`src/hw/rtl/mvat_pkg.sv`:
```
// Shared types and codes for the MAC plus VLAN address table.
`default_nettype none
package mvat_pkg;

  localparam int MacW  = 48;
  localparam int VlanW = 12;
  localparam int KeyW  = MacW + VlanW;
  localparam int PortW = 8;
  localparam int CapW  = 7;

  typedef enum logic [2:0] {
    K_ADD     = 3'd0,
    K_LOOKUP  = 3'd1,
    K_DELETE  = 3'd2,
    K_UPDATE  = 3'd3,
    K_CLEAR   = 3'd4,
    K_PENDING = 3'd5,
    K_BLOCK   = 3'd6
  } kind_t;

  typedef enum logic [1:0] {
    ST_INVALID = 2'd0,
    ST_ACTIVE  = 2'd1,
    ST_PENDING = 2'd2
  } stat_t;

  typedef enum logic [1:0] {
    OUT_OK   = 2'd0,
    OUT_MISS = 2'd1,
    OUT_FULL = 2'd2
  } outcome_t;

  typedef struct packed {
    kind_t              kind;
    logic [KeyW-1:0]    key;   // {vlan, mac}
    logic [PortW-1:0]   port;
  } req_t;

  typedef struct packed {
    outcome_t           outcome;
    logic [PortW-1:0]   port;
    stat_t              state;
  } res_t;

  typedef struct packed {
    logic               key_we;
    logic               port_we;
    logic               stat_we;
    logic [KeyW-1:0]    key;
    logic [PortW-1:0]   port;
    stat_t              stat;
  } mem_wr_t;

  typedef struct packed {
    logic [KeyW-1:0]    key;
    logic [PortW-1:0]   port;
    stat_t              stat;
  } mem_rd_t;

endpackage
`default_nettype wire

```
`src/hw/rtl/mvat_mem.sv`:
```
// Slot storage: key, port and status arrays with one write and one registered read port.
`default_nettype none
module mvat_mem #(
  parameter int DEPTH = 64,
  parameter int AW    = 6
) (
  input  wire logic              clk,
  input  wire logic [AW-1:0]     rd_addr,
  output mvat_pkg::mem_rd_t      rd,
  input  wire logic [AW-1:0]     wr_addr,
  input  mvat_pkg::mem_wr_t      wr
);
  import mvat_pkg::*;

  logic [KeyW-1:0]  key_mem  [DEPTH];
  logic [PortW-1:0] port_mem [DEPTH];
  stat_t            stat_mem [DEPTH];

  always_ff @(posedge clk) begin
    if (wr.key_we) begin
      key_mem[wr_addr] <= wr.key;
    end
    if (wr.port_we) begin
      port_mem[wr_addr] <= wr.port;
    end
    if (wr.stat_we) begin
      stat_mem[wr_addr] <= wr.stat;
    end
    rd.key  <= key_mem[rd_addr];
    rd.port <= port_mem[rd_addr];
    rd.stat <= stat_mem[rd_addr];
  end

endmodule
`default_nettype wire

```
`config.mk`:
```
export PLATFORM = sky130hd
export DESIGN_NAME = mvat_mem
export DESIGN_NICKNAME = d
export VERILOG_FILES = /design/src/hw/rtl/mvat_pkg.sv /design/src/hw/rtl/mvat_mem.sv
export SDC_FILE = /design/constraint.sdc
export NUM_CORES = 2
export LEC_CHECK = 0
export BUFFER_PORTS_ARGS = -buffer_cell sky130_fd_sc_hd__buf_2
export CORE_MARGIN = 2
export CORE_UTILIZATION = 29
export CTS_CLUSTER_DIAMETER = 60
export DETAILED_ROUTE_END_ITERATION = 8
export SYNTH_ARGS = -nofsm -noshare
export SYNTH_HDL_FRONTEND = slang
export SYNTH_MEMORY_MAX_BITS = 65536
export SYNTH_SLANG_ARGS = --single-unit
```
`constraint.sdc`:
```
create_clock -name clk -period 4.4 [get_ports clk]
set_input_delay 0.66 -clock clk [delete_from_list [all_inputs] [get_ports clk]]
set_output_delay 0.66 -clock clk [all_outputs]
set_load 0.02 [all_outputs]
```
==> results.cfg <==
[critical_path]
worstPathArrival_ns = 3.97
path_cells = buf_8, buf_4, nor2b_4, buf_4, a222oi_1, a31oi_1, a21oi_1, nor3_1
cp_common_cell = buf_4
cp.required_ns = 5.23
criticalPathCategory = in -> reg
path_buf_inv = 3
critPathMaxStageDelay_ns = 0.57
startpoint_type = input port
rrSetupSlack_ns = 2.11
cp-end-kind = flip-flop
crit_fanout = 46
cpLargestDelayFamily = simple AND/OR/NAND/NOR gates
slowest_stage = a31oi_1

[timing]
max_clock_freq_mhz = 318
finalHoldViolations = 0
period_share_pct = 71.4
rsz0062_at_grt = false
fin_skew_ns = 0.141
period_needed_ns = 3.14
slew_violations = 0
slew_headroom_pct = 16.2
tightest_slew_ns = 1.26
finalSetupViolCount = 0

[final_layout]
multi_input_area_um2 = 34300
fin_util_pct = 33.9
n_fill_cell = 54007
final_common_cell = edfxtp_1
layout_common_cells = edfxtp_1, mux4_2, clkbuf_16
nNetsFinal = 7997
drive_above_1_share_pct = 30.1
area_delta_synth_final_pct = 16.6
seqCellArea_um2 = 136000
stdcell_count = 16120

[route]
ant_nets = 0
drt_iter0_drc = 11244
dr.pass1.iters = 6
wire_per_inst_um = 30.5
via_per_inst = 5.20
num_vias = 83856
wl_um = 492000
drc = 0

[floorplan]
fp.dieH_um = 773
design.core.area_um2 = 590000
rows = 282
chipWidth_um = 773
start_util_pct = 29.1
ios = 156
dieArea_um2 = 598000

[yosys]
syn_area_per_cell_um2 = 23.2
ys_seq_elements = 4550
synth_cell_type_count = 31
synth_nets = 7466
ys.flop_type = edfxtp_1
ys_seq_area_share_pct = 79.2
yosysTopAreaCell = edfxtp_1
yosys_warnings = 0
async_flop_share_pct = 0
yosysTopAreaCellShare_pct = 78.4
synthCells = 7380
synth-edff-count = 4480
synth.top_cells.by_area = edfxtp_1, mux4_2, a22oi_1, dfxtp_1, mux2_2
syn_area_um2 = 172000

[clock_tree]
clkLatencyLatePin_ns = 1.09
tritoncts = yes
clockRootBuffer = clkbuf_16
cts_buffer_depth = 4
cts_resized = 0
cts_setup_buffers = 0
ctsHtreeMaxLevel = 5
cts_inserted_buffers = 447
clkSinkCount = 4550
clk_pin_slew_ns = 0.06

[place]
placedCellCount = 15271
place_congestion = 0.776
portBuffers = 155
dp_hpwl_um = 275000

[global_route]
grt-ovfl-total = 0
grt_pass1_vias = 84509
grt_max_degree = 85
grt_pass1_wl_um = 680000
antenna_found_initial = 76
grt_usage_pct = 15.9

[power_and_ir_drop]
ir_drop_mv = 0.359
leakage_uw = 0.0608
powerDensity_nw_per_um2 = 453

[flow_run]
maxCapViolCount = 0

[status]
status = finished clean

[min_path]
hp-class = in -> reg
[power breakdown]
group          switching [uW]  internal (uW)
clock network           16600          21400
registers                 247          48000
logic                    2770           1630
[Yosys cell counts, types with 2 or more instances]
master    count
edfxtp_1   4480
and3_1        5
or3b_2        3
or2_2         5
or3_1         2
nor2b_1       9
nand3_1      43
mux4_2     1166
nand2_1     192
nor2_1      227
a31oi_1      28
clkbuf_1    192
o32ai_1       9
nand3b_1      5
buf_6         2
a22oi_1     194
o22ai_1      97
a31o_2        9
buf_4        29
a21oi_1     160
nand2b_1      2
and2_1        6
mux2i_1      48
mux2_2      108
o21ai_0      10
a222oi_1     27
buf_1        60
nor3_1       56
dfxtp_1      70
buf_2       135
[worst register-to-register path: cells and delay by family (launching register included)]
kind	cells	cell delay [ns]
DFF	1	0.38
AOI/OAI and AO/OA	2	0.74
muxes	2	0.96
[metrics by stage]
stage	setup WS (ns)	TNS, ns	hold WS (ns)	area [um2]	power [uW]
global route	1.27	0	0.0307	200000	93200
CTS	1.16	0	0.0132	200000	91300
global placement	0.376	0	0.784	185000	53500
detailed placement	0.332	0	0.794	185000	53600
finish	1.26	0	0.0474	200000	90700
floorplan	-0.286	-195.60	0.749	172000	51400
[flip-flops by register name, summed over array words and instances (netlist names)]
name / flops
key_mem: 3840
port_mem: 512
stat_mem: 128
rd: 70
[repair_timing]
item                                    in CTS  in global routing
hold buffers                                 1                  0
endpoints found under the hold margin       12                  0
endpoints found under the setup margin       0                  0
[final timing paths]
check             depth (start not counted)      to            start
setup / recovery                          8  rd[44]       rd_addr[2]
setup reg to reg                          4  rd[32]  key_mem[37][22]
hold / removal                            2   rd[5]       rd_addr[5]
hold reg to reg                           5  rd[25]  key_mem[13][15]
[per-layer routing]
layer	track usage, %	share of wire (%)	vias up
li1	-	-	32670
met1	21.3	39	46020
met2	26.6	49	4363
met3	2.93	8.6	783
met4	4.81	3.3	20
met5	0	0.024	-
[kinds of logic (layout without fill, tap and decap cells)]
family                 after synthesis  after routing  synth area share, %
AND/OR/NAND/NOR                    555            555                 1.35
buffers and inverters              419           1325                 1.09
multiplexers                      1322           1322                 16.3
other                                0             24                    0
flip-flops                        4550           4550                 79.2
AO/OA/AOI/OAI                      534            534                 2.05
[layout make-up]
cell class / instances / share of cell area, %
antenna: 24 / 0.0300
clock buffer: 582 / 6.03
clock inverter: 242 / 1.30
inverter: 1 / 0.00563
multi-input combinational: 2411 / 17.2
sequential: 4550 / 68.0
tap: 7810 / 4.89
timing repair buffer: 500 / 2.62
Note: power is estimated with default switching activity, not from simulation.
