`src/hw/rtl/mvat_pkg.sv`:
```
// Shared types and codes for the MAC plus VLAN address table.
`default_nettype none
package mvat_pkg;

  localparam int MacW  = 48;
  localparam int VlanW = 12;
  localparam int KeyW  = MacW + VlanW;
  localparam int PortW = 8;
  localparam int CapW  = 7;

  typedef enum logic [2:0] {
    K_ADD     = 3'd0,
    K_LOOKUP  = 3'd1,
    K_DELETE  = 3'd2,
    K_UPDATE  = 3'd3,
    K_CLEAR   = 3'd4,
    K_PENDING = 3'd5,
    K_BLOCK   = 3'd6
  } kind_t;

  typedef enum logic [1:0] {
    ST_INVALID = 2'd0,
    ST_ACTIVE  = 2'd1,
    ST_PENDING = 2'd2
  } stat_t;

  typedef enum logic [1:0] {
    OUT_OK   = 2'd0,
    OUT_MISS = 2'd1,
    OUT_FULL = 2'd2
  } outcome_t;

  typedef struct packed {
    kind_t              kind;
    logic [KeyW-1:0]    key;   // {vlan, mac}
    logic [PortW-1:0]   port;
  } req_t;

  typedef struct packed {
    outcome_t           outcome;
    logic [PortW-1:0]   port;
    stat_t              state;
  } res_t;

  typedef struct packed {
    logic               key_we;
    logic               port_we;
    logic               stat_we;
    logic [KeyW-1:0]    key;
    logic [PortW-1:0]   port;
    stat_t              stat;
  } mem_wr_t;

  typedef struct packed {
    logic [KeyW-1:0]    key;
    logic [PortW-1:0]   port;
    stat_t              stat;
  } mem_rd_t;

endpackage
`default_nettype wire

```
`src/hw/rtl/mvat_ctrl.sv`:
```
// Sequencer: slot scan with the shared key comparator, write-back, clear sweep, result register.
`default_nettype none
module mvat_ctrl #(
  parameter int DEPTH = 64,
  parameter int AW    = 6,
  parameter int FW    = 7
) (
  input  wire logic                     clk,
  input  wire logic                     rst,
  input  wire logic [mvat_pkg::CapW-1:0] cap,
  input  wire logic                     in_valid,
  output logic                          in_ready,
  input  mvat_pkg::req_t                in_req,
  output logic                          out_valid,
  input  wire logic                     out_ready,
  output mvat_pkg::res_t                out_res,
  output logic [AW-1:0]                 rd_addr,
  input  mvat_pkg::mem_rd_t             rd,
  output logic [AW-1:0]                 wr_addr,
  output mvat_pkg::mem_wr_t             wr
);
  import mvat_pkg::*;

  localparam int CW = (FW > CapW) ? FW : CapW;

  typedef enum logic [4:0] {
    S_IDLE  = 5'b00001,
    S_SCAN  = 5'b00010,
    S_APPLY = 5'b00100,
    S_CLEAR = 5'b01000,
    S_DONE  = 5'b10000
  } state_t;

  state_t           state;
  logic [FW-1:0]    fill;
  logic [FW-1:0]    rd_idx;
  logic             cmp_vld;
  logic [AW-1:0]    cmp_idx;
  logic             found;
  logic [AW-1:0]    hit_idx;
  logic [PortW-1:0] hit_port;
  stat_t            hit_stat;
  req_t             req;
  res_t             res;
  res_t             res_next;
  logic             append;
  logic             full;
  logic             match;
  logic             more;
  logic [PortW-1:0] apply_port;

  assign in_ready = (state == S_IDLE);
  assign rd_addr  = rd_idx[AW-1:0];
  assign more     = (rd_idx < fill);
  assign match    = cmp_vld && (rd.stat != ST_INVALID) && (rd.key == req.key);
  // limit is min(cap, DEPTH)
  assign full     = (fill >= FW'(DEPTH)) || (CW'(fill) >= CW'(cap));
  assign apply_port = (req.kind == K_BLOCK) ? '0 : req.port;

  always_comb begin
    wr          = '0;
    wr.key      = req.key;
    wr.port     = apply_port;
    wr.stat     = ST_INVALID;
    wr_addr     = hit_idx;
    append      = 1'b0;
    res_next    = res;
    if (state == S_CLEAR) begin
      wr_addr    = rd_idx[AW-1:0];
      wr.stat_we = more;
    end else if (state == S_APPLY) begin
      case (req.kind)
        K_ADD, K_BLOCK: begin
          if (found) begin
            wr.port_we = 1'b1;
          end else if (full) begin
            res_next.outcome = OUT_FULL;
          end else begin
            append     = 1'b1;
            wr_addr    = fill[AW-1:0];
            wr.key_we  = 1'b1;
            wr.port_we = 1'b1;
            wr.stat_we = 1'b1;
            wr.stat    = ST_ACTIVE;
          end
        end
        K_LOOKUP: begin
          if (found) begin
            res_next.port  = hit_port;
            res_next.state = hit_stat;
          end else begin
            res_next.outcome = OUT_MISS;
          end
        end
        K_DELETE: begin
          if (found) wr.stat_we = 1'b1;
          else res_next.outcome = OUT_MISS;
        end
        K_UPDATE: begin
          if (found) wr.port_we = 1'b1;
          else res_next.outcome = OUT_MISS;
        end
        K_PENDING: begin
          if (found) begin
            wr.stat_we = 1'b1;
            wr.stat    = ST_PENDING;
          end else begin
            res_next.outcome = OUT_MISS;
          end
        end
        default: ;
      endcase
    end
  end

  always_ff @(posedge clk) begin
    if (rst) begin
      state     <= S_IDLE;
      fill      <= '0;
      out_valid <= 1'b0;
      cmp_vld   <= 1'b0;
      found     <= 1'b0;
    end else begin
      // in S_DONE the result register handles out_valid itself
      if (out_valid && out_ready && state != S_DONE) out_valid <= 1'b0;
      case (state)
        S_IDLE: begin
          if (in_valid) begin
            req         <= in_req;
            rd_idx      <= '0;
            cmp_vld     <= 1'b0;
            found       <= 1'b0;
            res.outcome <= OUT_OK;
            res.port    <= '0;
            res.state   <= ST_INVALID;
            case (in_req.kind)
              K_ADD, K_LOOKUP, K_DELETE, K_UPDATE, K_PENDING, K_BLOCK: state <= S_SCAN;
              K_CLEAR: state <= S_CLEAR;
              default: state <= S_DONE;
            endcase
          end
        end
        S_SCAN: begin
          // read data is registered and follows its address in the next cycle; cmp_idx tracks it
          if (match) begin
            found    <= 1'b1;
            hit_idx  <= cmp_idx;
            hit_port <= rd.port;
            hit_stat <= rd.stat;
            state    <= S_APPLY;
          end else if (more) begin
            rd_idx  <= rd_idx + 1'b1;
            cmp_vld <= 1'b1;
            cmp_idx <= rd_idx[AW-1:0];
          end else if (cmp_vld) begin
            cmp_vld <= 1'b0;
          end else begin
            state <= S_APPLY;
          end
        end
        S_APPLY: begin
          res <= res_next;
          if (append) fill <= fill + 1'b1;
          state <= S_DONE;
        end
        S_CLEAR: begin
          if (more) rd_idx <= rd_idx + 1'b1;
          else state <= S_DONE;
        end
        S_DONE: begin
          if (!out_valid || out_ready) begin
            out_valid <= 1'b1;
            out_res   <= res;
            state     <= S_IDLE;
          end
        end
        default: state <= S_IDLE;
      endcase
    end
  end

endmodule
`default_nettype wire

```
`config.mk`:
```
export PLATFORM = sky130hd
export DESIGN_NAME = mvat_ctrl
export DESIGN_NICKNAME = d
export VERILOG_FILES = /design/src/hw/rtl/mvat_pkg.sv /design/src/hw/rtl/mvat_ctrl.sv
export SDC_FILE = /design/constraint.sdc
export NUM_CORES = 1
export LEC_CHECK = 0
export BUFFER_PORTS_ARGS = -buffer_cell sky130_fd_sc_hd__clkbuf_2
export CORE_ASPECT_RATIO = 1.4
export CORE_MARGIN = 4
export CORE_UTILIZATION = 30
export CTS_BUF_LIST = sky130_fd_sc_hd__clkbuf_4 sky130_fd_sc_hd__clkbuf_8
export CTS_CLUSTER_DIAMETER = 200
export CTS_CLUSTER_SIZE = 40
export DETAILED_ROUTE_END_ITERATION = 6
export GPL_TIMING_DRIVEN = 1
export PLACE_DENSITY = 0.66
export SLEW_MARGIN = 0
export SYNTH_ARGS = -nofsm -noshare
export SYNTH_HDL_FRONTEND = slang
export SYNTH_SLANG_ARGS = --single-unit
export TNS_END_PERCENT = 10
```
`constraint.sdc`:
```
create_clock -name clk -period 5.2 [get_ports clk]
set_clock_uncertainty 0.2 [all_clocks]
set_input_delay 0 -clock clk [delete_from_list [all_inputs] [get_ports clk]]
set_output_delay 0 -clock clk [all_outputs]
set_load 0.01 [all_outputs]
```
==> results of run 1 <==
==> final cells by class <==
| cell class | instances | share of cell area, % |
|---|---|---|
| flip-flops and latches | 139 | 45.1 |
| diodes | 1 | 0.0280 |
| clock inverters | 13 | 1.60 |
| multi-input cells | 277 | 21.6 |
| clock buffers | 18 | 2.70 |
| inverters | 22 | 0.925 |
| well taps | 292 | 4.09 |
| repair buffers | 340 | 24.0 |
==> per-layer routing <==
metal / up-vias / wire length [um] / global-route usage (%)
met5: - / 0 / 0
met3: 28 / 1190 / 4.56
met1: 2241 / 6190 / 14.5
met2: 189 / 9210 / 25.7
met4: 0 / 430 / 5.78
li1: 2337 / - / -
==> sequential cells by signal (all words and copies together), names as in the netlist <==
name	count
cmp_idx	6
cmp_vld	1
fill	7
found	1
hit_idx	6
hit_port	8
hit_stat	2
out_res	12
out_valid	1
rd_idx	7
req	11
res	12
state	5
wr	60
==> repair_timing <==
action / CTS / global route
endpoints found under the hold margin: 108 / 0
hold buffers: 86 / 0
endpoints found under the setup margin: 0 / 0
==> per-stage QoR <==
step,std cells,worst slack [ns],instance area (um^2),hold WS [ns]
6_report,1102,1.60,8930,0.0763
5_1_grt,1102,1.34,8930,0.0326
3_5_place_dp,984,1.69,7680,-0.0214
4_1_cts,1101,1.52,8930,0.0223
3_3_place_gp,984,1.80,7680,-0.0228
2_1_floorplan,513,0.138,6560,-0.101
==> critical path: stages, from the launching register on <==
cell       delay [ns]
dfxtp_1          0.42
inv_1            0.13
ha_1             0.28
nand2b_1         0.14
a21o_1           0.18
a211o_2          0.36
a2111oi_4        0.83
nor2_1           0.26
nand2_1          0.14
nand2_1          0.10
clkbuf_2         0.14
==> worst max-delay path by stage <==
stage	startpoint	end	slack [ns]	cells past startpoint
floorplan	state[2]	req[0]	0.14	4
global placement	wr[64]	hit_port[2]	1.80	6
detailed placement	wr[64]	hit_port[3]	1.69	6
CTS	fill[0]	wr_addr[0]	1.52	10
global route	fill[0]	wr_addr[0]	1.34	10
finish	fill[0]	wr_addr[1]	1.60	10
==> cell usage in the layout, fill, tap and decap left out, types with 7 or more instances in the layout <==
cell and instances:
dfxtp_1 15, and2_1 21, a22oi_1 7, nand4_1 16, a21oi_1 14, nor4_1 12, o21ai_0 9, xnor2_1 31
clkbuf_8 17, dlygate4sd3_1 86, clkbuf_2 250, inv_1 22, ha_1 16, edfxtp_1 124, nand2_1 25, nor2_1 33
xor2_1 32
==> kinds of logic after synthesis <==
logic type | count (synthesis)
simple gates | 146
flops | 139
xor+xnor | 63
buf+inv | 97
compound gates | 51
mux | 1
fa+ha+maj | 16
==> synthesized netlist by cell type, drive strengths merged, types with 3 or more instances <==
master / n
edfxtp: 124
or3: 5
inv: 22
nand2: 25
buf: 68
and3: 3
dfxtp: 15
xor2: 32
nand3: 4
nor4: 12
o21ai: 9
nor2b: 4
nand2b: 3
nor3: 4
xnor2: 31
ha: 16
a22oi: 7
nor3b: 6
o22ai: 5
nand4: 16
a21oi: 15
clkbuf: 7
nor2: 34
and2: 21
==> power groups by stage <==
stage / clock, mW / combinational, mW / sequential (mW)
after global placement: 0 / 0.332 / 1.38
after floorplan: 0 / 0.236 / 1.36
after detailed placement: 0 / 0.337 / 1.38
after global routing: 0.946 / 0.424 / 1.37
final: 0.861 / 0.387 / 1.36
after CTS: 0.900 / 0.388 / 1.36
==> reports/results.ini, run 1 <==
[outcome]
run_status=finished clean

[grt]
overflow=0
grt_max_degree=32
grt_pass1_vias=5044
track_usage_pct=13.9
grt_pass1_wl_um=26400
antenna_found_initial=1

[min_path]
hold_class=in2reg
worstHoldPathCells=2
hp-start=in_req[10]
holdPathEnd=wr[12]

[drt]
wl_um=17000
first_pass_iters=4
ant_nets=0
post_drt_wl_per_cell_um=15.4
num_vias=4795
drtIter0Drc=165
drc=0
routed_via_density=4.35

[synthesis]
synth_top_area_cell=edfxtp_1
synth_top_family_by_area=simple AND/OR/NAND/NOR gates
yosys.area.top_type_share_pct=56.7
ys_warn_count=0
syn_area_mm2=0.00656
synth_compound_area_share_pct=5.49
synth-main-ff-cell=edfxtp_1
yosysUniqueCellTypes=50
synth-simple-area-share_pct=12.0
synth_xor_area_share_pct=8.41
synth_fa_ha_area_share_pct=3.05
muxShareOfSynthArea_pct=0.153
syn_area_per_cell_um2=12.8
synth_seq_area_share_pct=61.3
synth_edf_count=124
synth_area_leaders=edfxtp_1, buf_4, dfxtp_1
synth_nets=681
synth_cells=513
async_flop_share_pct=0
ys_seq_elements=139

[critical_path]
endpoint_kind=output port
cp_data_arrival_time_ns=3.40
rrSetupSlack_ns=1.88
r2r_cells=6
r2r-end=hit_idx[3]
startpoint_type=flip-flop
required_ns=5.00
rr_startpoint=wr[48]
critical_path_class=reg2out
worst-path-max-fanout=17

[floorplan]
dieArea_mm2=0.0243
core_mm2=0.0214
die_y_um=183
ios=251
initial_core_util_pct=30.7
die_w_um=133
rows=63

[pwr]
switchingPower_mw=0.685
ir_worst_vdd_v=0.000183
leakage_nw=3.67
power_mw=2.61
pwr-share-comb_pct=14.9
p_clk_share_pct=33.0
p_sw_share_pct=26.3
p_int_mw=1.92
cellPowerDensity_mw_per_mm2=292
power_frac_seq_pct=52.1

[timing]
rsz0062_at_grt=false
hold_viol=0
fin_crit_ns=3.60
max_freq_mhz=277
setup_viol=0
fin_setup_tns_ns=0
maxSlewHeadroom_pct=23.2
period_share_pct=69.3
worst_slew_pin_slew_ns=1.15
final-max-slew-violation-count=0

[final_layout]
layout-drive-gt1-share_pct=36.6
multi_input_area_mm2=0.00193
fillCellCount=2038
syn_to_final_growth_pct=36.1
utilization_pct=41.8
register_area_mm2=0.00402
fin_nets=965

[clock_network]
cts_resized=0
numClockSinks=139
clk_pin_slew_ns=0.08
cts_root_buffer=clkbuf_8
cts_buffers=17
tritoncts=built
clockBufferDepth=2
cts_setup_buffers=0
cts_max_level=4
worstSkewPairLatency_ns=0.43

[placement]
io_buffers=250
globalplace.congestion=0.774
dpl.hpwl_um=12800

[job]
maxCapViolations=0

(Power assumes the default switching activity.)
==> inputs of run 2 (changes only) <==
--- a/config.mk
+++ b/config.mk
@@ -14,7 +14,7 @@
 export CTS_CLUSTER_SIZE = 40
 export DETAILED_ROUTE_END_ITERATION = 6
 export GPL_TIMING_DRIVEN = 1
-export PLACE_DENSITY = 0.66
+export PLACE_DENSITY = 0.64
 export SLEW_MARGIN = 0
 export SYNTH_ARGS = -nofsm -noshare
 export SYNTH_HDL_FRONTEND = slang
==> constraint.sdc (replaced) <==
create_clock -name clk -period 3.7 [get_ports clk]
set_clock_uncertainty 0.2 [all_clocks]
set_input_delay 0 -clock clk [delete_from_list [all_inputs] [get_ports clk]]
set_output_delay 0 -clock clk [all_outputs]
set_load 0.01 [all_outputs]
==> reports/results.ini, run 2 (synthesis gave the netlist of run 1 again) <==
[floorplan]
die_y_um=183
core_mm2=0.0214
dieArea_mm2=0.0243
initial_core_util_pct=30.7
ios=251
rows=63
die_w_um=133

[clock_network]
cts_setup_buffers=0
clockBufferDepth=2
cts_hold_buf=86
clk_pin_slew_ns=0.08
cts_resized=0
cts_max_level=4
numClockSinks=139
cts_root_buffer=clkbuf_8
tritoncts=built
cts_buffers=17
worstSkewPairLatency_ns=0.44

[drt]
wl_um=16700
num_vias=4777
post_drt_wl_per_cell_um=15.2
drc=0
first_pass_iters=4
drtIter0Drc=179
routed_via_density=4.32
ant_nets=0

[timing]
worst_slew_pin_slew_ns=0.806
final-max-slew-violation-count=0
rsz0062_at_grt=false
hold_viol=0
fin_crit_ns=3.09
period_share_pct=83.4
fin_setup_tns_ns=0
setup_viol=0
max_freq_mhz=324
maxSlewHeadroom_pct=46.0

[placement]
placed_cells_incl_taps=987
globalplace.congestion=0.758
placed_area_mm2=0.00772
io_buffers=250
dpl.hpwl_um=12500

[critical_path]
endpoint_kind=output port
startpoint_type=flip-flop
critical_path_class=reg2out
cp_data_arrival_time_ns=2.89
rrSetupSlack_ns=0.69
worst-path-max-fanout=16
required_ns=3.50

[final_layout]
finalInstanceArea_mm2=0.00902
fin_nets=968
syn_to_final_growth_pct=37.5
largest_register_ffs=60
fillCellCount=2010
final_cells=1105
utilization_pct=42.2
most-common-layout-cells=clkbuf_2, edfxtp_1, dlygate4sd3_1
final_common_cell=clkbuf_2
layout-drive-gt1-share_pct=37.0
antenna-diode-count=0

[pwr]
leakage_nw=3.72
ir_worst_vdd_v=0.000219
cellPowerDensity_mw_per_mm2=425
p_clk_share_pct=35.9
p_int_mw=2.85
p_sw_share_pct=25.8
power_frac_seq_pct=49.7
switchingPower_mw=0.989
pwr-share-comb_pct=14.4

[min_path]
hold_class=in2reg

[grt]
grt_pass1_wl_um=26200
track_usage_pct=14.0
antenna_found_initial=0
grt_max_degree=72
grt_pass1_vias=5107
overflow=0

[outcome]
run_status=finished clean

[job]
maxCapViolations=0

==> run 2: final timing paths <==
path                                  from          end  depth (start not counted)
worst max register to register      wr[34]  hit_port[2]                          7
worst min register to register  cmp_idx[3]   hit_idx[3]                          0
worst max-delay path               fill[0]   wr_addr[5]                         10
worst min-delay path            in_req[50]       wr[52]                          2
==> run 2: cell type report <==
type | count | area [um^2] | area share (%)
Clock buffer | 17 | 234 | 2.59
Clock inverter | 15 | 209 | 2.32
Inverter | 22 | 82.6 | 0.915
Multi-Input combinational cell | 277 | 1930 | 21.4
Sequential cell | 139 | 4020 | 44.6
Tap cell | 292 | 365 | 4.05
Timing Repair Buffer | 343 | 2180 | 24.1
==> run 2: critical path: stages (launching register included) <==
cell and delay [ns]:
dfxtp_1 0.43, inv_1 0.12, ha_1 0.27, nand2b_1 0.14
a21o_1 0.17, a211o_2 0.36, a2111oi_4 0.36, buf_4 0.27
a22oi_1 0.09, nand2_1 0.10, clkbuf_2 0.13
==> run 2: power by group through the flow <==
| stage | sequential [mW] | clock (mW) | combinational [mW] |
|---|---|---|---|
| after global routing | 1.92 | 1.51 | 0.607 |
| final | 1.91 | 1.38 | 0.552 |
| after global placement | 1.94 | 0 | 0.479 |
| after floorplan | 1.91 | 0 | 0.334 |
| after CTS | 1.91 | 1.42 | 0.558 |
| after detailed placement | 1.94 | 0 | 0.484 |
==> run 2: metrics by stage <==
step	power, mW	hold WS (ns)	setup slack [ns]
2_1_floorplan	2.25	-0.101	0.557
3_3_place_gp	2.42	-0.0233	0.541
3_5_place_dp	2.43	-0.0214	0.513
4_1_cts	3.89	0.00904	0.493
5_1_grt	4.04	0.0152	0.365
6_report	3.84	0.0715	0.613
==> run 2: per-layer routing <==
layer	track usage, %	routed length (um)	part of all wire [%]	vias up
li1	-	-	-	2346
met1	13.9	5880	35	2188
met3	5.05	1330	7.9	20
met5	0	0	0	-
met2	25.7	9120	54	223
met4	6.32	409	2.4	0
==> inputs of run 3 (changes only) <==
==> constraint.sdc (replaced) <==
create_clock -name clk -period 2.9 [get_ports clk]
set_clock_uncertainty 0.2 [all_clocks]
set_input_delay 0 -clock clk [delete_from_list [all_inputs] [get_ports clk]]
set_output_delay 0 -clock clk [all_outputs]
set_load 0.01 [all_outputs]
==> reports/results.ini, run 3 (synthesis gave the netlist of run 1 again) <==
[grt]
grt_pass1_wl_um=26200
track_usage_pct=14.1
overflow=0
grt_pass1_vias=5180
antenna_found_initial=1
grt_max_degree=28

[drt]
routed_via_density=4.30
met3_length_um=1370
wl_met2_um=9170
drc=0
wl_met1_um=5860
num_vias=4850
ant_nets=0
wl_um=17100
first_pass_iters=4
post_drt_wl_per_cell_um=15.2
top_layer_used=met4
drtIter0Drc=172

[final_layout]
layout-drive-gt1-share_pct=40.0
syn_to_final_growth_pct=40.9
finalInstanceArea_mm2=0.00925
fin_nets=989
largest_register_ffs=60
final_cells=1127
final_common_cell=clkbuf_2
most-common-layout-cells=clkbuf_2, edfxtp_1, dlygate4sd3_1

[critical_path]
required_ns=2.70
worst-path-max-fanout=7
startpoint_type=flip-flop
crit_chain=inv_2, ha_4, nand2b_4, a21o_1, a211o_2, a2111oi_4, buf_6, buf_6, a22oi_1, nand2_1, buf_2
critical_path_class=reg2out
worst_path_max_delay_cell=a2111oi_4
crit_top_cell=buf_6
crit_path_max_incr_delay_ns=0.38
cp_data_arrival_time_ns=2.56
endpoint_kind=output port

[floorplan]
initial_core_util_pct=30.7
die_y_um=183
rows=63
core_mm2=0.0214
dieArea_mm2=0.0243
ios=251
die_w_um=133

[clock_network]
cts_root_buffer=clkbuf_8
tritoncts=built
cts_buffers=17
clockBufferDepth=2
cts_max_level=4
worstSkewPairLatency_ns=0.45
clk_pin_slew_ns=0.09
numClockSinks=139

[timing]
final-max-slew-violation-count=0
worst_slew_pin_slew_ns=0.834
fin_crit_ns=2.76
setup_viol=0
maxSlewHeadroom_pct=44.1
rsz0062_at_grt=true
max_freq_mhz=362
hold_viol=0
period_share_pct=95.2

[min_path]
hold_class=in2reg

[pwr]
leakage_nw=3.84
ir_worst_vdd_v=0.000339
power_mw=4.76
cellPowerDensity_mw_per_mm2=514

[placement]
placed_area_mm2=0.00788
io_buffers=250
placed_cells_incl_taps=1003
globalplace.congestion=0.810
dpl.hpwl_um=13200

[job]
maxCapViolations=0

[outcome]
run_status=finished clean

-- run 3: cell types whose count changed in the layout (fill, tap and decap cells not counted), moves of 3 or more --
cell	change
inv_6	-3
clkinv_2	+3
dfxtp_2	+3
dfxtp_1	-3
buf_6	+4
buf_4	+17
clkbuf_2	-3
-- run 3: power by group --
| part | internal (mW) | total, mW | switching [mW] |
|---|---|---|---|
| combinational | 0.392 | 0.788 | 0.396 |
| sequential | 2.33 | 2.41 | 0.0770 |
| clock | 0.802 | 1.56 | 0.759 |
-- run 3: critical path: cells and delay by family, from the launching register on --
family,cells,cell delay (ns)
buffers and inverters,4,0.47
AND/OR/NAND/NOR,2,0.20
flip-flops,1,0.33
AO/OA/AOI/OAI,4,0.94
adder cells (fa/ha/maj),1,0.19
-- run 3: final cells by class --
type,instances,area [um^2]
tap,292,365
clock buffer,19,255
sequential,139,4030
timing repair buffer,364,2380
inverter,22,82.6
clock inverter,13,140
antenna,1,2.50
multi-input combinational,277,1990
fill,1988,12100
-- run 3: worst paths after layout --
path              start          to  slack, ns  cells after the start
max             fill[0]  wr_addr[5]       0.14                     11
min          in_req[24]      wr[26]       0.06                      2
max reg2reg     fill[5]    state[3]       0.22                      7
min reg2reg  cmp_idx[4]  hit_idx[4]       0.21                      0
-- run 3: per-stage QoR --
stage | util [%] | setup slack [ns] | TNS [ns] | hold slack, ns
final | 43.3 | 0.139 | 0 | 0.0589
after global routing | 43.3 | -0.0192 | -0.0622 | 0.00129
after CTS | 42.9 | 0.000835 | 0 | 0.0112
after detailed placement | 36.9 | 0.0612 | 0 | -0.0214
after global placement | 36.9 | 0.159 | 0 | -0.0235
after floorplan | - | -0.0524 | -3.72 | -0.101
-- run 3: layer usage --
layer  vias up  global-route usage (%)
li1       2387                       -
met3        42                    5.60
met5         -                       0
met4         0                    7.40
met1      2206                    13.5
met2       215                    25.9
-- run 3: timing repair --
item / 4_1_cts / 5_1_grt
resized for setup: 2 / 17
endpoints found under the hold margin: 123 / 0
buffers inserted: 3 / 2
pin swaps: 2 / 6
hold buffers: 86 / 0
endpoints found under the setup margin: 6 / 38
